## src/rtl/dwsd_pkg.sv

```systemverilog
// ----------------------------------------------------------------------------
// dwsd_pkg
// shared types and constants of the digitizer word stream decoder
// ----------------------------------------------------------------------------
package dwsd_pkg;

    localparam int PAYLOAD_W = 48;
    localparam int COUNTER_W = 40;
    localparam int SAMPLE_W  = 12;
    localparam int COUNT_W   = 15;
    localparam int PULSE_W   = 32;
    localparam int CFG_DATA_W = 15;

    // register indexes
    localparam logic [0:0] REG_NUM_CHANNELS = 1'b0;
    localparam logic [0:0] REG_MAX_SAMPLES  = 1'b1;

    localparam logic [7:0]  NUM_CHANNELS_RST = 8'd32;
    localparam logic [14:0] MAX_SAMPLES_RST  = 15'd32763;
    localparam logic [14:0] SAMPLE_CAP       = 15'd32763;
    localparam logic [14:0] SAMPLE_STEP      = 15'd4;

    // record formats
    localparam logic [3:0] FMT_START   = 4'd0;
    localparam logic [3:0] FMT_COUNTER = 4'd1;
    localparam logic [3:0] FMT_SAMPLES = 4'd2;

    // result kinds
    localparam logic [2:0] KIND_START    = 3'd0;
    localparam logic [2:0] KIND_COUNTER  = 3'd1;
    localparam logic [2:0] KIND_SAMPLES  = 3'd2;
    localparam logic [2:0] KIND_BAD_CHAN = 3'd3;
    localparam logic [2:0] KIND_OVERFLOW = 3'd4;
    localparam logic [2:0] KIND_IGNORED  = 3'd5;

    typedef struct packed {
        logic [PAYLOAD_W-1:0] payload;
        logic [7:0]           control_byte;
        logic [7:0]           format_byte;
        logic [7:0]           channel;
    } rec_t;

    typedef struct packed {
        logic [2:0]                  kind;
        logic [7:0]                  pulse_channel;
        logic [PULSE_W-1:0]          pulse_number;
        logic [PAYLOAD_W-1:0]        timestamp;
        logic [COUNTER_W-1:0]        event_counter;
        logic [7:0]                  control_value;
        logic signed [SAMPLE_W-1:0]  sample_a;
        logic signed [SAMPLE_W-1:0]  sample_b;
        logic signed [SAMPLE_W-1:0]  sample_c;
        logic signed [SAMPLE_W-1:0]  sample_d;
        logic [COUNT_W-1:0]          sample_index;
    } res_t;

    typedef struct packed {
        logic       we;
        logic [0:0] index;
        logic [CFG_DATA_W-1:0] data;
    } cfg_wr_t;

endpackage

```

## src/rtl/dwsd_if.sv

```systemverilog
// ----------------------------------------------------------------------------
// dwsd_if
// record and result channels with valid/ready handshake
// ----------------------------------------------------------------------------
interface dwsd_rec_if;
    logic        valid;
    logic        ready;
    logic [47:0] payload;
    logic [7:0]  control_byte;
    logic [7:0]  format_byte;
    logic [7:0]  channel;

    modport source (output valid, output payload, output control_byte,
                    output format_byte, output channel, input ready);
    modport sink   (input valid, input payload, input control_byte,
                    input format_byte, input channel, output ready);
endinterface

interface dwsd_res_if;
    logic               valid;
    logic               ready;
    logic [2:0]         kind;
    logic [7:0]         pulse_channel;
    logic [31:0]        pulse_number;
    logic [47:0]        timestamp;
    logic [39:0]        event_counter;
    logic [7:0]         control_value;
    logic signed [11:0] sample_a;
    logic signed [11:0] sample_b;
    logic signed [11:0] sample_c;
    logic signed [11:0] sample_d;
    logic [14:0]        sample_index;

    modport source (output valid, output kind, output pulse_channel,
                    output pulse_number, output timestamp, output event_counter,
                    output control_value, output sample_a, output sample_b,
                    output sample_c, output sample_d, output sample_index,
                    input ready);
    modport sink   (input valid, input kind, input pulse_channel,
                    input pulse_number, input timestamp, input event_counter,
                    input control_value, input sample_a, input sample_b,
                    input sample_c, input sample_d, input sample_index,
                    output ready);
endinterface

```

## src/rtl/dwsd_in_reg.sv

```systemverilog
// ----------------------------------------------------------------------------
// dwsd_in_reg
// input register holding one record in front of the decode logic
// ----------------------------------------------------------------------------
module dwsd_in_reg
(
    input  logic              clk,
    input  logic              rst_n,
    dwsd_rec_if.sink          rx,
    input  logic              advance,
    output logic              valid,
    output dwsd_pkg::rec_t    rec
);

    logic           valid_reg;
    logic           valid_next;
    dwsd_pkg::rec_t rec_reg;
    logic           take;

    assign rx.ready   = !valid_reg || advance;
    assign take       = rx.valid && rx.ready;
    assign valid_next = take ? 1'b1 : (advance ? 1'b0 : valid_reg);

    always_ff @(posedge clk or negedge rst_n)
    begin
        if (!rst_n)
        begin
            valid_reg <= 1'b0;
        end
        else
        begin
            valid_reg <= valid_next;
        end
    end

    always_ff @(posedge clk)
    begin
        if (take)
        begin
            rec_reg.payload      <= rx.payload;
            rec_reg.control_byte <= rx.control_byte;
            rec_reg.format_byte  <= rx.format_byte;
            rec_reg.channel      <= rx.channel;
        end
    end

    assign valid = valid_reg;
    assign rec   = rec_reg;

endmodule

```

## src/rtl/dwsd_core.sv

```systemverilog
// ----------------------------------------------------------------------------
// dwsd_core
// pulse state, configuration registers and record decode
// ----------------------------------------------------------------------------
module dwsd_core
(
    input  logic              clk,
    input  logic              rst_n,
    input  dwsd_pkg::cfg_wr_t cfg,
    input  logic              advance,
    input  dwsd_pkg::rec_t    rec,
    output dwsd_pkg::res_t    res
);

    logic [7:0]  num_channels_reg;
    logic [14:0] max_samples_reg;

    logic [7:0]  current_channel_reg;
    logic [7:0]  current_channel_next;
    logic        first_seen_reg;
    logic [14:0] sample_count_reg;
    logic [14:0] sample_count_next;
    logic [31:0] pulse_index_reg;
    logic [31:0] pulse_index_next;

    logic        is_first;
    logic [3:0]  fmt;
    logic [7:0]  chan_eff;
    logic [14:0] count_eff;
    logic [31:0] pulse_eff;
    logic [14:0] limit;
    logic        bad;

    always_ff @(posedge clk or negedge rst_n)
    begin
        if (!rst_n)
        begin
            num_channels_reg <= dwsd_pkg::NUM_CHANNELS_RST;
            max_samples_reg  <= dwsd_pkg::MAX_SAMPLES_RST;
        end
        else if (cfg.we)
        begin
            case (cfg.index)
                dwsd_pkg::REG_NUM_CHANNELS: num_channels_reg <= cfg.data[7:0];
                dwsd_pkg::REG_MAX_SAMPLES:  max_samples_reg  <= cfg.data[14:0];
                default: ;
            endcase
        end
    end

    assign is_first  = !first_seen_reg;
    assign fmt       = rec.format_byte[7:4];
    assign chan_eff  = is_first ? rec.channel : current_channel_reg;
    assign count_eff = is_first ? 15'd0 : sample_count_reg;
    assign pulse_eff = is_first ? 32'd1 : pulse_index_reg;
    assign limit     = (max_samples_reg > dwsd_pkg::SAMPLE_CAP) ? dwsd_pkg::SAMPLE_CAP
                                                                : max_samples_reg;
    assign bad       = (rec.channel >= num_channels_reg)
                    || ((fmt != dwsd_pkg::FMT_START) && (rec.channel != chan_eff));

    always_comb
    begin
        current_channel_next = chan_eff;
        sample_count_next    = count_eff;
        pulse_index_next     = pulse_eff;
        res                  = '0;
        if (bad)
        begin
            res.kind = dwsd_pkg::KIND_BAD_CHAN;
        end
        else
        begin
            case (fmt)
                dwsd_pkg::FMT_START:
                begin
                    if (!is_first)
                    begin
                        pulse_index_next  = pulse_index_reg + 32'd1;
                        sample_count_next = 15'd0;
                    end
                    current_channel_next = rec.channel;
                    res.kind             = dwsd_pkg::KIND_START;
                    res.timestamp        = rec.payload;
                end
                dwsd_pkg::FMT_COUNTER:
                begin
                    res.kind          = dwsd_pkg::KIND_COUNTER;
                    res.event_counter = rec.payload[39:0];
                    res.control_value = rec.control_byte + 8'd1;
                end
                dwsd_pkg::FMT_SAMPLES:
                begin
                    if (count_eff >= limit)
                    begin
                        res.kind = dwsd_pkg::KIND_OVERFLOW;
                    end
                    else
                    begin
                        res.kind          = dwsd_pkg::KIND_SAMPLES;
                        res.sample_a      = $signed(rec.payload[11:0]);
                        res.sample_b      = $signed(rec.payload[23:12]);
                        res.sample_c      = $signed(rec.payload[35:24]);
                        res.sample_d      = $signed(rec.payload[47:36]);
                        res.sample_index  = count_eff;
                        sample_count_next = count_eff + dwsd_pkg::SAMPLE_STEP;
                    end
                end
                default:
                begin
                    res.kind = dwsd_pkg::KIND_IGNORED;
                end
            endcase
        end
        res.pulse_channel = current_channel_next;
        res.pulse_number  = pulse_index_next;
    end

    always_ff @(posedge clk or negedge rst_n)
    begin
        if (!rst_n)
        begin
            current_channel_reg <= 8'd0;
            first_seen_reg      <= 1'b0;
            sample_count_reg    <= 15'd0;
            pulse_index_reg     <= 32'd0;
        end
        else if (advance)
        begin
            current_channel_reg <= current_channel_next;
            first_seen_reg      <= 1'b1;
            sample_count_reg    <= sample_count_next;
            pulse_index_reg     <= pulse_index_next;
        end
    end

endmodule

```

## src/rtl/dwsd_out_reg.sv

```systemverilog
// ----------------------------------------------------------------------------
// dwsd_out_reg
// result register driving the result channel
// ----------------------------------------------------------------------------
module dwsd_out_reg
(
    input  logic           clk,
    input  logic           rst_n,
    input  logic           advance,
    input  dwsd_pkg::res_t res,
    output logic           room,
    dwsd_res_if.source     tx
);

    logic           valid_reg;
    logic           valid_next;
    dwsd_pkg::res_t res_reg;

    assign room       = !valid_reg || tx.ready;
    assign valid_next = advance ? 1'b1 : (tx.ready ? 1'b0 : valid_reg);

    always_ff @(posedge clk or negedge rst_n)
    begin
        if (!rst_n)
        begin
            valid_reg <= 1'b0;
        end
        else
        begin
            valid_reg <= valid_next;
        end
    end

    always_ff @(posedge clk)
    begin
        if (advance)
        begin
            res_reg <= res;
        end
    end

    assign tx.valid         = valid_reg;
    assign tx.kind          = res_reg.kind;
    assign tx.pulse_channel = res_reg.pulse_channel;
    assign tx.pulse_number  = res_reg.pulse_number;
    assign tx.timestamp     = res_reg.timestamp;
    assign tx.event_counter = res_reg.event_counter;
    assign tx.control_value = res_reg.control_value;
    assign tx.sample_a      = res_reg.sample_a;
    assign tx.sample_b      = res_reg.sample_b;
    assign tx.sample_c      = res_reg.sample_c;
    assign tx.sample_d      = res_reg.sample_d;
    assign tx.sample_index  = res_reg.sample_index;

endmodule

```

## src/rtl/digitizer_word_stream_decoder.sv

```systemverilog
// path: a record is held in the input register, decoded, and its result registered onto tx
// throughput: one record per cycle while tx does not stall, set by the single
//   decode step between input and result register, which also updates the pulse state
// reset: rst_n asynchronous active low clears the pulse state and both stages,
//   and loads num_channels = 32 and max_samples = 32763
// ----------------------------------------------------------------------------
// digitizer_word_stream_decoder
// decodes 72-bit digitizer records into pulse start, counter and sample results
// ----------------------------------------------------------------------------
module digitizer_word_stream_decoder
(
    input  logic        clk,
    input  logic        rst_n,
    input  logic        cfg_we,
    input  logic [0:0]  cfg_index,
    input  logic [14:0] cfg_data,
    dwsd_rec_if.sink    rx,
    dwsd_res_if.source  tx
);

    logic              rec_valid;
    dwsd_pkg::rec_t    rec;
    dwsd_pkg::res_t    res;
    dwsd_pkg::cfg_wr_t cfg;
    logic              room;
    logic              advance;

    assign cfg.we    = cfg_we;
    assign cfg.index = cfg_index;
    assign cfg.data  = cfg_data;
    assign advance   = rec_valid && room;

    dwsd_in_reg u_in_reg
    (
        .clk     (clk),
        .rst_n   (rst_n),
        .rx      (rx),
        .advance (advance),
        .valid   (rec_valid),
        .rec     (rec)
    );

    dwsd_core u_core
    (
        .clk     (clk),
        .rst_n   (rst_n),
        .cfg     (cfg),
        .advance (advance),
        .rec     (rec),
        .res     (res)
    );

    dwsd_out_reg u_out_reg
    (
        .clk     (clk),
        .rst_n   (rst_n),
        .advance (advance),
        .res     (res),
        .room    (room),
        .tx      (tx)
    );

`ifndef SYNTH
    a_advance_gives_result: assert property (@(posedge clk) disable iff (!rst_n)
        advance |=> tx.valid)
        else $error("decoded transaction did not reach the result register");

    a_sample_index_aligned: assert property (@(posedge clk) disable iff (!rst_n)
        (tx.valid && tx.kind == dwsd_pkg::KIND_SAMPLES) |-> (tx.sample_index[1:0] == 2'd0))
        else $error("sample index not a multiple of four");

    a_ready_when_draining: assert property (@(posedge clk) disable iff (!rst_n)
        (rec_valid && room) |-> rx.ready)
        else $error("input not ready while the held record moves on");
`endif

endmodule

```

## src/flat_wrapper.sv

```systemverilog
// flat-port wrapper written by rule: the top's interface ports become plain ports
module digitizer_word_stream_decoder_flat 
  (clk, rst_n, cfg_we, cfg_index, cfg_data, rx_valid, rx_payload, rx_control_byte, rx_format_byte, rx_channel, rx_ready, tx_valid, tx_kind, tx_pulse_channel, tx_pulse_number, tx_timestamp, tx_event_counter, tx_control_value, tx_sample_a, tx_sample_b, tx_sample_c, tx_sample_d, tx_sample_index, tx_ready);
  dwsd_rec_if rx_i ();
  dwsd_res_if tx_i ();
  input  logic clk;
  input  logic rst_n;
  input  logic cfg_we;
  input  logic [0:0] cfg_index;
  input  logic [14:0] cfg_data;
  input wire logic [$bits(rx_i.valid)-1:0] rx_valid;
  input wire logic [$bits(rx_i.payload)-1:0] rx_payload;
  input wire logic [$bits(rx_i.control_byte)-1:0] rx_control_byte;
  input wire logic [$bits(rx_i.format_byte)-1:0] rx_format_byte;
  input wire logic [$bits(rx_i.channel)-1:0] rx_channel;
  output wire logic [$bits(rx_i.ready)-1:0] rx_ready;
  output wire logic [$bits(tx_i.valid)-1:0] tx_valid;
  output wire logic [$bits(tx_i.kind)-1:0] tx_kind;
  output wire logic [$bits(tx_i.pulse_channel)-1:0] tx_pulse_channel;
  output wire logic [$bits(tx_i.pulse_number)-1:0] tx_pulse_number;
  output wire logic [$bits(tx_i.timestamp)-1:0] tx_timestamp;
  output wire logic [$bits(tx_i.event_counter)-1:0] tx_event_counter;
  output wire logic [$bits(tx_i.control_value)-1:0] tx_control_value;
  output wire logic [$bits(tx_i.sample_a)-1:0] tx_sample_a;
  output wire logic [$bits(tx_i.sample_b)-1:0] tx_sample_b;
  output wire logic [$bits(tx_i.sample_c)-1:0] tx_sample_c;
  output wire logic [$bits(tx_i.sample_d)-1:0] tx_sample_d;
  output wire logic [$bits(tx_i.sample_index)-1:0] tx_sample_index;
  input wire logic [$bits(tx_i.ready)-1:0] tx_ready;
  assign rx_i.valid = rx_valid;
  assign rx_i.payload = rx_payload;
  assign rx_i.control_byte = rx_control_byte;
  assign rx_i.format_byte = rx_format_byte;
  assign rx_i.channel = rx_channel;
  assign rx_ready = rx_i.ready;
  assign tx_valid = tx_i.valid;
  assign tx_kind = tx_i.kind;
  assign tx_pulse_channel = tx_i.pulse_channel;
  assign tx_pulse_number = tx_i.pulse_number;
  assign tx_timestamp = tx_i.timestamp;
  assign tx_event_counter = tx_i.event_counter;
  assign tx_control_value = tx_i.control_value;
  assign tx_sample_a = tx_i.sample_a;
  assign tx_sample_b = tx_i.sample_b;
  assign tx_sample_c = tx_i.sample_c;
  assign tx_sample_d = tx_i.sample_d;
  assign tx_sample_index = tx_i.sample_index;
  assign tx_i.ready = tx_ready;
  digitizer_word_stream_decoder u_core (.clk(clk), .rst_n(rst_n), .cfg_we(cfg_we), .cfg_index(cfg_index), .cfg_data(cfg_data), .rx(rx_i), .tx(tx_i));
endmodule
```

## config.mk

```make
export PLATFORM = sky130hd
export DESIGN_NAME = digitizer_word_stream_decoder_flat
export DESIGN_NICKNAME = d
export VERILOG_FILES = /design/src/rtl/dwsd_pkg.sv /design/src/rtl/dwsd_if.sv /design/src/rtl/dwsd_in_reg.sv /design/src/rtl/dwsd_core.sv /design/src/rtl/dwsd_out_reg.sv /design/src/rtl/digitizer_word_stream_decoder.sv /design/src/flat_wrapper.sv
export SDC_FILE = /design/constraint.sdc
export NUM_CORES = 1
export LEC_CHECK = 0
export BUFFER_PORTS_ARGS = -buffer_cell sky130_fd_sc_hd__buf_2
export CAP_MARGIN = 20
export CORE_AREA = 2 2 132 262
export DETAILED_ROUTE_END_ITERATION = 8
export DIE_AREA = 0 0 134 264
export PLACE_DENSITY_LB_ADDON = 0.2
export SETUP_SLACK_MARGIN = 0.1
export SYNTH_ARGS = -nofsm -noshare
export SYNTH_HDL_FRONTEND = slang
export SYNTH_SLANG_ARGS = --single-unit
```

## constraint.sdc

```tcl
create_clock -name clk -period 8.2 [get_ports clk]
set_input_delay 0.82 -clock clk [delete_from_list [all_inputs] [get_ports clk]]
set_output_delay 0.82 -clock clk [all_outputs]
set_load 0.05 [all_outputs]
```

==> report_table.html, run 1 <==
<table>
<tr><th>Metric</th><th>Value</th></tr>
<tr><th colspan="2">Outcome</th></tr>
<tr><td>Result of the run</td><td>finished, final reports clean</td></tr>
<tr><th colspan="2">Logic synthesis</th></tr>
<tr><td>Count of cell types in the netlist</td><td>65</td></tr>
<tr><td>Multiplexer area fraction after synthesis</td><td>3.16%</td></tr>
<tr><td>Simple-gate share of the synthesized area</td><td>around 17%</td></tr>
<tr><td>Cell taking the most area after synthesis</td><td>edfxtp_1</td></tr>
<tr><td>Cell count after synthesis</td><td>between 1000 and 1500</td></tr>
<tr><td>Most used flip-flop cell after synthesis</td><td>edfxtp_1</td></tr>
<tr><td>Largest cells by area after synthesis</td><td>edfxtp_1, dfrtp_1, and2_1</td></tr>
<tr><td>Mean instance size in the synthesized netlist</td><td>13.3 µm²</td></tr>
<tr><td>Largest family of logic cells by synthesized area</td><td>simple AND/OR/NAND/NOR gates</td></tr>
<tr><td>Number of enable flip-flop cells after synthesis</td><td>270</td></tr>
<tr><td>Area of the mapped netlist</td><td>around 15000 µm²</td></tr>
<tr><td>Number of warning messages in the yosys log</td><td>0</td></tr>
<tr><td>Arithmetic-cell share of the synthesized area counting full adders, half adders and majority gates</td><td>under 10%</td></tr>
<tr><td>Synthesis-stage register bit count</td><td>around 350</td></tr>
<tr><td>Proportion of synthesized flip-flops having asynchronous set or reset</td><td>a little under a quarter</td></tr>
<tr><td>Register area share after synthesis</td><td>68.5%</td></tr>
<tr><td>Number of nets produced by synthesis</td><td>approximately 1200</td></tr>
<tr><td>Share of the synthesized area in compound gates (AO/OA/AOI/OAI)</td><td>under 10%</td></tr>
<tr><td>Parity-gate share of the synthesized area counting xor and xnor cells</td><td>around 2.6%</td></tr>
<tr><td>Synth top area share</td><td>a little over half</td></tr>
<tr><th colspan="2">Floorplan</th></tr>
<tr><td>Die width</td><td>134 µm</td></tr>
<tr><td>FP Rows</td><td>95</td></tr>
<tr><td>Starting density of the core</td><td>~44%</td></tr>
<tr><td>Die height</td><td>~260 µm</td></tr>
<tr><td># IOs</td><td>slightly below 300</td></tr>
<tr><td>CORE AREA</td><td>roughly 33000 µm²</td></tr>
<tr><td>Overall die area</td><td>between 30000 and 40000 µm²</td></tr>
<tr><th colspan="2">Placement</th></tr>
<tr><td>Gp weighted congestion</td><td>about 0.81</td></tr>
<tr><td>Cell Count Post-Placement</td><td>1800</td></tr>
<tr><td>HPWL after detailed placement</td><td>roughly 22000 µm</td></tr>
<tr><td>Count of port buffers added during placement</td><td>292</td></tr>
<tr><td>Setup slack after placement</td><td>~4200 ps</td></tr>
<tr><td>Post-place instance area</td><td>around 17000 µm²</td></tr>
<tr><th colspan="2">CTS</th></tr>
<tr><td>Number of buffers inserted by post-CTS setup repair</td><td>0</td></tr>
<tr><td>Hold-fix buffers, CTS</td><td>0</td></tr>
<tr><td>Clock latency reported for the late side of the worst-skew pair</td><td>about 600 ps</td></tr>
<tr><td>Root buffer cell</td><td>clkbuf_16</td></tr>
<tr><td>Buffer depth of the longest clock path</td><td>3</td></tr>
<tr><td>CTS tree</td><td>done</td></tr>
<tr><td>CTS H-tree depth</td><td>1</td></tr>
<tr><td>Number of gates resized after CTS</td><td>0</td></tr>
<tr><td>Count of clock tree sinks</td><td>roughly 350</td></tr>
<tr><td>Clock slew at the register clock pins of the worst setup and hold paths</td><td>~80 ps</td></tr>
<tr><td>Total CTS buffers</td><td>31</td></tr>
<tr><th colspan="2">Pwr</th></tr>
<tr><td>Pwr/cell area</td><td>~240 nW/µm²</td></tr>
<tr><td>Leakage dissipation</td><td>0.00750 µW</td></tr>
<tr><td>IR Drop Worst-Case VDD</td><td>~0.19 mV</td></tr>
<tr><th colspan="2">GRT</th></tr>
<tr><td>Initial antenna violation count</td><td>1</td></tr>
<tr><td>First-pass GRT wire length</td><td>between 50000 and 60000 µm</td></tr>
<tr><td>Remaining global-route overflow</td><td>0</td></tr>
<tr><td>Pin count of the biggest net entering global routing</td><td>around 140</td></tr>
<tr><td>Vias in the first global route</td><td>9638</td></tr>
<tr><td>Aggregate global-route resource usage</td><td>a little under a fifth</td></tr>
<tr><th colspan="2">Worst setup path</th></tr>
<tr><td>Worst reg2reg path endpoint</td><td>u_core.u_core.sample_count_reg[2]</td></tr>
<tr><td>CP max FO</td><td>a little under 60</td></tr>
<tr><td>Minimum setup slack among reg-to-reg paths</td><td>about 4300 ps</td></tr>
<tr><td>Data arrival, critical path</td><td>between 4000 and 5000 ps</td></tr>
<tr><td>Cell family with most CP delay</td><td>buffers and inverters</td></tr>
<tr><td>Critical path's largest stage delay</td><td>about 560 ps</td></tr>
<tr><td>Critical path startpoint category</td><td>flop</td></tr>
<tr><td>Cell repeated most along the worst path</td><td>buf_4</td></tr>
<tr><td>Startpoint of the lowest-slack register-to-register path</td><td>u_core.u_in_reg.rec[2]</td></tr>
<tr><td>Series of cell instances along the critical path</td><td>ha_1 -&gt; a211oi_2 -&gt; o21ai_1 -&gt; a211oi_4 -&gt; buf_4 -&gt; and3_2 -&gt; inv_2 -&gt; nor3_4 -&gt; buf_4 -&gt; nor3_1 -&gt; a311oi_1</td></tr>
<tr><td>Depth of the most critical reg-to-reg path</td><td>11</td></tr>
<tr><td>CP bufs+invs</td><td>3</td></tr>
<tr><td>Required @ worst endpoint</td><td>around 8700 ps</td></tr>
<tr><td>Crit path kind</td><td>reg2reg</td></tr>
<tr><td>Worst-path cell with the longest stage delay</td><td>buf_4</td></tr>
<tr><td>Worst Setup End Kind</td><td>flop</td></tr>
<tr><th colspan="2">Route</th></tr>
<tr><td>Antenna-violating nets left</td><td>0</td></tr>
<tr><td>Initial DRC count</td><td>401</td></tr>
<tr><td>Post-route DRC</td><td>0</td></tr>
<tr><td>Number of vias per cell after detailed routing</td><td>between 5 and 6</td></tr>
<tr><td>Routed wirelength normalized by instance count</td><td>~18 µm</td></tr>
<tr><td>1st-pass router iterations</td><td>4</td></tr>
<tr><td>Detailed-route via count</td><td>~9400</td></tr>
<tr><td>Sum of routed wire length over all layers</td><td>approximately 33000 µm</td></tr>
<tr><th colspan="2">Run</th></tr>
<tr><td>Maxcap violations</td><td>0</td></tr>
<tr><th colspan="2">STA</th></tr>
<tr><td>Slew headroom</td><td>26.1%</td></tr>
<tr><td>Peak Freq</td><td>roughly 260 MHz</td></tr>
<tr><td>Final clock period utilization by the worst path</td><td>47.1%</td></tr>
<tr><td>Time the worst path needs with I/O delays and setup</td><td>~3900 ps</td></tr>
<tr><td>Worst path setup slack after routing</td><td>about 4300 ps</td></tr>
<tr><td>Setup TNS</td><td>0 ps</td></tr>
<tr><td>Setup Skew</td><td>27.2 ps</td></tr>
<tr><td>Least-Margin Pin Slew</td><td>between 1000 and 1500 ps</td></tr>
<tr><td>Setup repair after global routing missed its margin</td><td>no</td></tr>
<tr><td>Worst hold margin</td><td>70.6 ps</td></tr>
<tr><td>Number of failing hold endpoints at the final stage</td><td>0</td></tr>
<tr><td>Number of setup violations in the final report</td><td>0</td></tr>
<tr><td>Max-slew violation count</td><td>0</td></tr>
<tr><th colspan="2">Final layout</th></tr>
<tr><td>Number of cells in the finished layout apart from fillers</td><td>about 1900</td></tr>
<tr><td>Max FFs per register</td><td>slightly below 70</td></tr>
<tr><td>Non-Filler Cell Area, Final</td><td>about 18000 µm²</td></tr>
<tr><td>Most common cell after layout, fill and taps aside</td><td>buf_2</td></tr>
<tr><td>Total of fill cells in the finished design</td><td>2913</td></tr>
<tr><td># nets final</td><td>~1500</td></tr>
<tr><td>Most frequent cells in the layout</td><td>buf_2, edfxtp_1, and2_1</td></tr>
<tr><td>Area growth from synthesis to final layout</td><td>19.8%</td></tr>
<tr><td>Ratio of cells with drive above 1 in the final layout</td><td>29.2%</td></tr>
<tr><th colspan="2">Hold path</th></tr>
<tr><td>Path class of the lowest-slack min-delay path</td><td>in2async</td></tr>
</table>
cell families (layout without fill, tap and decap cells):
logic type	after synthesis	in the layout
DFF	351	351
xor gates and xnor gates	44	44
and+or+nand+nor	467	467
buffers and inverters	89	392
muxes	44	44
AOI/OAI and AO/OA	97	97
other	0	2
adders and majority gates	26	26
synth_stat cells (2+ instances only):
library cell,instances
dfstp_2,15
nand4_1,13
nor3_2,6
nor3_1,14
nor4_1,4
o211ai_1,8
and3_1,72
a31o_2,2
and4_1,6
nor2_1,89
inv_1,32
o21a_1,2
o22ai_1,2
a21oi_1,11
or3_1,2
mux2_2,23
xor2_1,14
nor2b_1,3
mux2i_1,21
nor3_4,2
a311o_1,2
xnor2_1,30
a211oi_2,2
and2_1,107
a32oi_1,2
edfxtp_1,270
clkbuf_1,41
nand2_1,104
a211oi_1,3
a22o_1,3
nand4b_1,3
buf_1,2
nand2b_1,5
dfrtp_1,66
nand3_1,25
a32o_1,3
buf_2,11
a211o_1,3
o21ai_0,42
ha_1,26
and2_0,2
nand3b_1,2
layout make-up:
class / instances / area [µm²] / share of cell area, %
clock buffer: 32 / 779 / 4.39
tap: 436 / 546 / 3.07
antenna: 2 / 5.00 / 0.0282
multi-input combinational: 678 / 4330 / 24.4
timing repair buffer: 301 / 1530 / 8.62
sequential: 351 / 10200 / 57.2
inverter: 34 / 135 / 0.761
clock inverter: 25 / 283 / 1.59
power breakdown:
| part | internal [µW] | leakage (µW) | switching (µW) |
|---|---|---|---|
| Sequential | 2070 | 0.00358 | 65.8 |
| Clock | 857 | 0.000505 | 672 |
| Combinational | 144 | 0.00341 | 452 |
per-stage QoR:
step,total power [µW],util [%]
floorplan,2620,-
global placement,2770,50.0
detailed placement,2780,50.0
CTS,4310,53.2
global route,4430,53.2
finish,4260,53.2
routing by layer:
layer  vias to the layer above  wire, µm  track usage [%]
met5                         -         0                0
met4                         0      1300             7.91
met3                        66      1390             2.25
met2                       264     18900             36.8
met1                      4560     11900             19.4
li1                       4559         -                -
worst max path at each step:
| stage | start | endpoint | cells past startpoint |
|---|---|---|---|
| 3_3_place_gp | u_core.u_in_reg.rec[2] | u_core.u_core.sample_count_reg[2] | 11 |
| 5_1_grt | u_core.u_in_reg.rec[2] | u_core.u_core.sample_count_reg[2] | 11 |
| 3_5_place_dp | u_core.u_in_reg.rec[2] | u_core.u_core.sample_count_reg[2] | 11 |
| 2_1_floorplan | tx_ready | u_core.u_core.pulse_index_reg[0] | 6 |
| 4_1_cts | u_core.u_in_reg.rec[2] | u_core.u_core.sample_count_reg[2] | 11 |
| 6_report | u_core.u_in_reg.rec[2] | u_core.u_core.sample_count_reg[2] | 11 |
No activity file was read; power rests on OpenSTA's default activity.
==> inputs of run 2 (changes only) <==
ABC_AREA = 1   (was not set)
CORE_AREA = 2 2 134 267   (was 2 2 132 262)
DIE_AREA = 0 0 136 269   (was 0 0 134 264)
clock period = 3.3 ns   (was 8.2 ns; I/O delays follow)
==> run 2 against run 1 <==
  * Critical path depth up 2
  * Area after synthesis is 4.0% higher
  * Largest cell class unchanged
  * Wire length is 12% higher
  * Worst hold slack got worse by 39 ps
==> report_table.html, run 2 <==
<table>
<tr><th>Metric</th><th>Value</th></tr>
<tr><th colspan="2">Worst setup path</th></tr>
<tr><td>Crit path kind</td><td>reg2reg</td></tr>
<tr><td>Minimum setup slack among reg-to-reg paths</td><td>390 ps</td></tr>
<tr><td>Data arrival, critical path</td><td>~3300 ps</td></tr>
<tr><td>CP max FO</td><td>38</td></tr>
<tr><td>Required @ worst endpoint</td><td>approximately 3700 ps</td></tr>
<tr><td>Startpoint of the lowest-slack register-to-register path</td><td>u_core.u_core.first_seen_reg</td></tr>
<tr><td>Worst Setup End Kind</td><td>flop</td></tr>
<tr><td>Depth of the most critical reg-to-reg path</td><td>13</td></tr>
<tr><td>Critical path startpoint category</td><td>flop</td></tr>
<tr><td>Worst reg2reg path endpoint</td><td>u_core.u_out_reg.tx.event_counter[29]</td></tr>
<tr><th colspan="2">Pwr</th></tr>
<tr><td>Leakage dissipation</td><td>0.00876 µW</td></tr>
<tr><td>Pwr/cell area</td><td>around 630 nW/µm²</td></tr>
<tr><td>IR Drop Worst-Case VDD</td><td>0.471 mV</td></tr>
<tr><th colspan="2">Logic synthesis</th></tr>
<tr><td>Largest cells by area after synthesis</td><td>edfxtp_1, dfrtp_1, nand2_1</td></tr>
<tr><td>Area of the mapped netlist</td><td>between 15000 and 20000 µm²</td></tr>
<tr><td>Register area share after synthesis</td><td>65.8%</td></tr>
<tr><td>Number of warning messages in the yosys log</td><td>0</td></tr>
<tr><td>Count of cell types in the netlist</td><td>40</td></tr>
<tr><td>Synthesis-stage register bit count</td><td>roughly 350</td></tr>
<tr><td>Number of nets produced by synthesis</td><td>around 1600</td></tr>
<tr><td>Most used flip-flop cell after synthesis</td><td>edfxtp_1</td></tr>
<tr><td>Mean instance size in the synthesized netlist</td><td>10.2 µm²</td></tr>
<tr><td>Synth top area share</td><td>a little over half</td></tr>
<tr><td>Cell count after synthesis</td><td>roughly 1500</td></tr>
<tr><td>Most repeated cell in the gate-level netlist after synthesis</td><td>nand2_1</td></tr>
<tr><td>Most instantiated cells after synthesis</td><td>nand2_1, edfxtp_1, nor2_1, inv_1, nand3_1</td></tr>
<tr><td>Number of enable flip-flop cells after synthesis</td><td>270</td></tr>
<tr><td>Cell taking the most area after synthesis</td><td>edfxtp_1</td></tr>
<tr><td>Proportion of synthesized flip-flops having asynchronous set or reset</td><td>a little under a quarter</td></tr>
<tr><th colspan="2">Floorplan</th></tr>
<tr><td>Die height</td><td>around 270 µm</td></tr>
<tr><td>Die width</td><td>136 µm</td></tr>
<tr><td>Overall die area</td><td>roughly 37000 µm²</td></tr>
<tr><td>Starting density of the core</td><td>44.4%</td></tr>
<tr><td>FP Rows</td><td>97</td></tr>
<tr><td>CORE AREA</td><td>34700 µm²</td></tr>
<tr><td># IOs</td><td>just under 300</td></tr>
<tr><th colspan="2">Placement</th></tr>
<tr><td>Gp weighted congestion</td><td>between 0.8 and 0.9</td></tr>
<tr><td>Count of port buffers added during placement</td><td>292</td></tr>
<tr><td>Setup slack after placement</td><td>263 ps</td></tr>
<tr><td>HPWL after detailed placement</td><td>~25000 µm</td></tr>
<tr><th colspan="2">STA</th></tr>
<tr><td>Number of setup violations in the final report</td><td>0</td></tr>
<tr><td>Slew headroom</td><td>between 40% and 50%</td></tr>
<tr><td>Number of failing hold endpoints at the final stage</td><td>0</td></tr>
<tr><td>Least-Margin Pin Slew</td><td>roughly 870 ps</td></tr>
<tr><td>Time the worst path needs with I/O delays and setup</td><td>2910 ps</td></tr>
<tr><td>Worst path setup slack after routing</td><td>about 390 ps</td></tr>
<tr><td>Peak Freq</td><td>around 340 MHz</td></tr>
<tr><td>Setup repair after global routing missed its margin</td><td>no</td></tr>
<tr><td>Setup Skew</td><td>approximately 24 ps</td></tr>
<tr><td>Max-slew violation count</td><td>0</td></tr>
<tr><td>Final clock period utilization by the worst path</td><td>between 80 and 90%</td></tr>
<tr><td>Setup TNS</td><td>0 ps</td></tr>
<tr><th colspan="2">Route</th></tr>
<tr><td>Detailed-route via count</td><td>11400</td></tr>
<tr><td>Sum of routed wire length over all layers</td><td>roughly 38000 µm</td></tr>
<tr><td>Post-route DRC</td><td>0</td></tr>
<tr><td>Antenna-violating nets left</td><td>0</td></tr>
<tr><td>1st-pass router iterations</td><td>6</td></tr>
<tr><td>Routed wirelength normalized by instance count</td><td>16.0 µm</td></tr>
<tr><td>Initial DRC count</td><td>730</td></tr>
<tr><td>Number of vias per cell after detailed routing</td><td>slightly below 5</td></tr>
<tr><th colspan="2">Hold path</th></tr>
<tr><td>Worst Hold Launch</td><td>cfg_data[14]</td></tr>
<tr><td>Cell depth of the worst min-delay path</td><td>3</td></tr>
<tr><td>Path class of the lowest-slack min-delay path</td><td>in2reg</td></tr>
<tr><td>Hold Crit Endpoint</td><td>u_core.u_core.max_samples_reg[14]</td></tr>
<tr><th colspan="2">CTS</th></tr>
<tr><td>CTS tree</td><td>done</td></tr>
<tr><td>Count of clock tree sinks</td><td>351</td></tr>
<tr><td>Clock latency reported for the late side of the worst-skew pair</td><td>530 ps</td></tr>
<tr><td>CTS H-tree depth</td><td>2</td></tr>
<tr><td>Root buffer cell</td><td>clkbuf_16</td></tr>
<tr><td>Total CTS buffers</td><td>34</td></tr>
<tr><td>Buffer depth of the longest clock path</td><td>3</td></tr>
<tr><td>Clock slew at the register clock pins of the worst setup and hold paths</td><td>around 70 ps</td></tr>
<tr><th colspan="2">Final layout</th></tr>
<tr><td>Area growth from synthesis to final layout</td><td>25.1%</td></tr>
<tr><td>Antenna fix cells</td><td>0</td></tr>
<tr><td>Most frequent cells in the layout</td><td>nand2_1, buf_2, edfxtp_1</td></tr>
<tr><td>Ratio of cells with drive above 1 in the final layout</td><td>23.3%</td></tr>
<tr><td># nets final</td><td>2000</td></tr>
<tr><td>Max FFs per register</td><td>68</td></tr>
<tr><td>Most common cell after layout, fill and taps aside</td><td>nand2_1</td></tr>
<tr><th colspan="2">GRT</th></tr>
<tr><td>Initial antenna violation count</td><td>0</td></tr>
<tr><td>Aggregate global-route resource usage</td><td>between 10% and 20%</td></tr>
<tr><td>Pin count of the biggest net entering global routing</td><td>~80</td></tr>
<tr><td>Vias in the first global route</td><td>10900</td></tr>
<tr><td>First-pass GRT wire length</td><td>57300 µm</td></tr>
<tr><td>Remaining global-route overflow</td><td>0</td></tr>
<tr><th colspan="2">Outcome</th></tr>
<tr><td>Result of the run</td><td>finished, final reports clean</td></tr>
<tr><th colspan="2">Run</th></tr>
<tr><td>Maxcap violations</td><td>0</td></tr>
</table>
[run 2: changes by cell type after synthesis, moves of 67 or more]
cell and delta:
and3_1 -67, and2_1 -105, nand2_1 +264, nand3_1 +78, nor2_1 +142, inv_1 +143
[run 2: per-stage QoR]
step | instances | hold slack (ps) | util [%] | total power [µW] | cell area (µm²)
global placement | 2215 | 303 | 50.1 | 8190 | 17400
floorplan | 1505 | 34.4 | - | 7540 | 15400
global route | 2352 | 31.4 | 55.6 | 12600 | 19300
CTS | 2347 | 0.290 | 55.3 | 12200 | 19200
finish | 2352 | 31.4 | 55.6 | 12100 | 19300
detailed placement | 2215 | 303 | 50.1 | 8220 | 17400
[run 2: kinds of logic after synthesis]
family                     synth area share, %
AOI/OAI and AO/OA                         3.13
xor gates and xnor gates                 0.511
adders and majority gates                 2.11
buffers and inverters                     6.64
DFF                                       65.8
and+or+nand+nor                           21.8
[run 2: worst max-delay path by stage]
stage                                      start                                    end  cells after the start
6_report            u_core.u_core.first_seen_reg  u_core.u_out_reg.tx.event_counter[29]                     13
5_1_grt             u_core.u_core.first_seen_reg  u_core.u_out_reg.tx.event_counter[28]                     13
4_1_cts        u_core.u_core.max_samples_reg[13]    u_core.u_out_reg.tx.sample_index[7]                     17
3_5_place_dp   u_core.u_core.max_samples_reg[13]       u_core.u_out_reg.tx.sample_d[10]                     17
3_3_place_gp   u_core.u_core.max_samples_reg[13]        u_core.u_out_reg.tx.sample_c[4]                     17
2_1_floorplan          u_core.u_out_reg.tx.valid   u_core.u_out_reg.tx.control_value[0]                      5
[run 2: report_power, final]
| part | internal (µW) | switching [µW] |
|---|---|---|
| logic | 594 | 1980 |
| registers | 5400 | 227 |
| clock network | 2170 | 1700 |
| total | 8160 | 3900 |
[run 2: per-layer routing]
metal / up-vias / share of wire (%) / GRT usage (%)
met3: 79 / 6.1 / 3.70
met4: 0 / 3.8 / 8.16
met5: - / 0 / 0
met2: 356 / 48 / 32.5
met1: 5309 / 42 / 26.3
li1: 5660 / - / -
[run 2: final cells by class]
| type | count | area, µm² |
|---|---|---|
| multi-input cells | 920 | 4280 |
| inverters | 181 | 688 |
| fillers | 3105 | 15400 |
| clock buffers | 44 | 930 |
| repair buffers | 393 | 2510 |
| clock inverters | 18 | 164 |
| flip-flops and latches | 351 | 10200 |
| well taps | 445 | 557 |
[run 2: repair_timing]
action	CTS	global route
endpoints found under the hold margin	98	0
endpoints found under the setup margin	0	61
buffers inserted	0	1
gates resized for setup	0	6
hold buffers	70	0
[run 2: worst max-delay path: stages (launching register included)]
cell	delay, ps
dfrtp_2	650
buf_4	360
nand3_1	130
nand2_1	60
inv_1	60
nand2_1	50
nor2_1	90
nand2_1	90
nand2_1	80
nand2_2	70
inv_2	170
nand4_4	470
buf_12	370
nor2_1	100
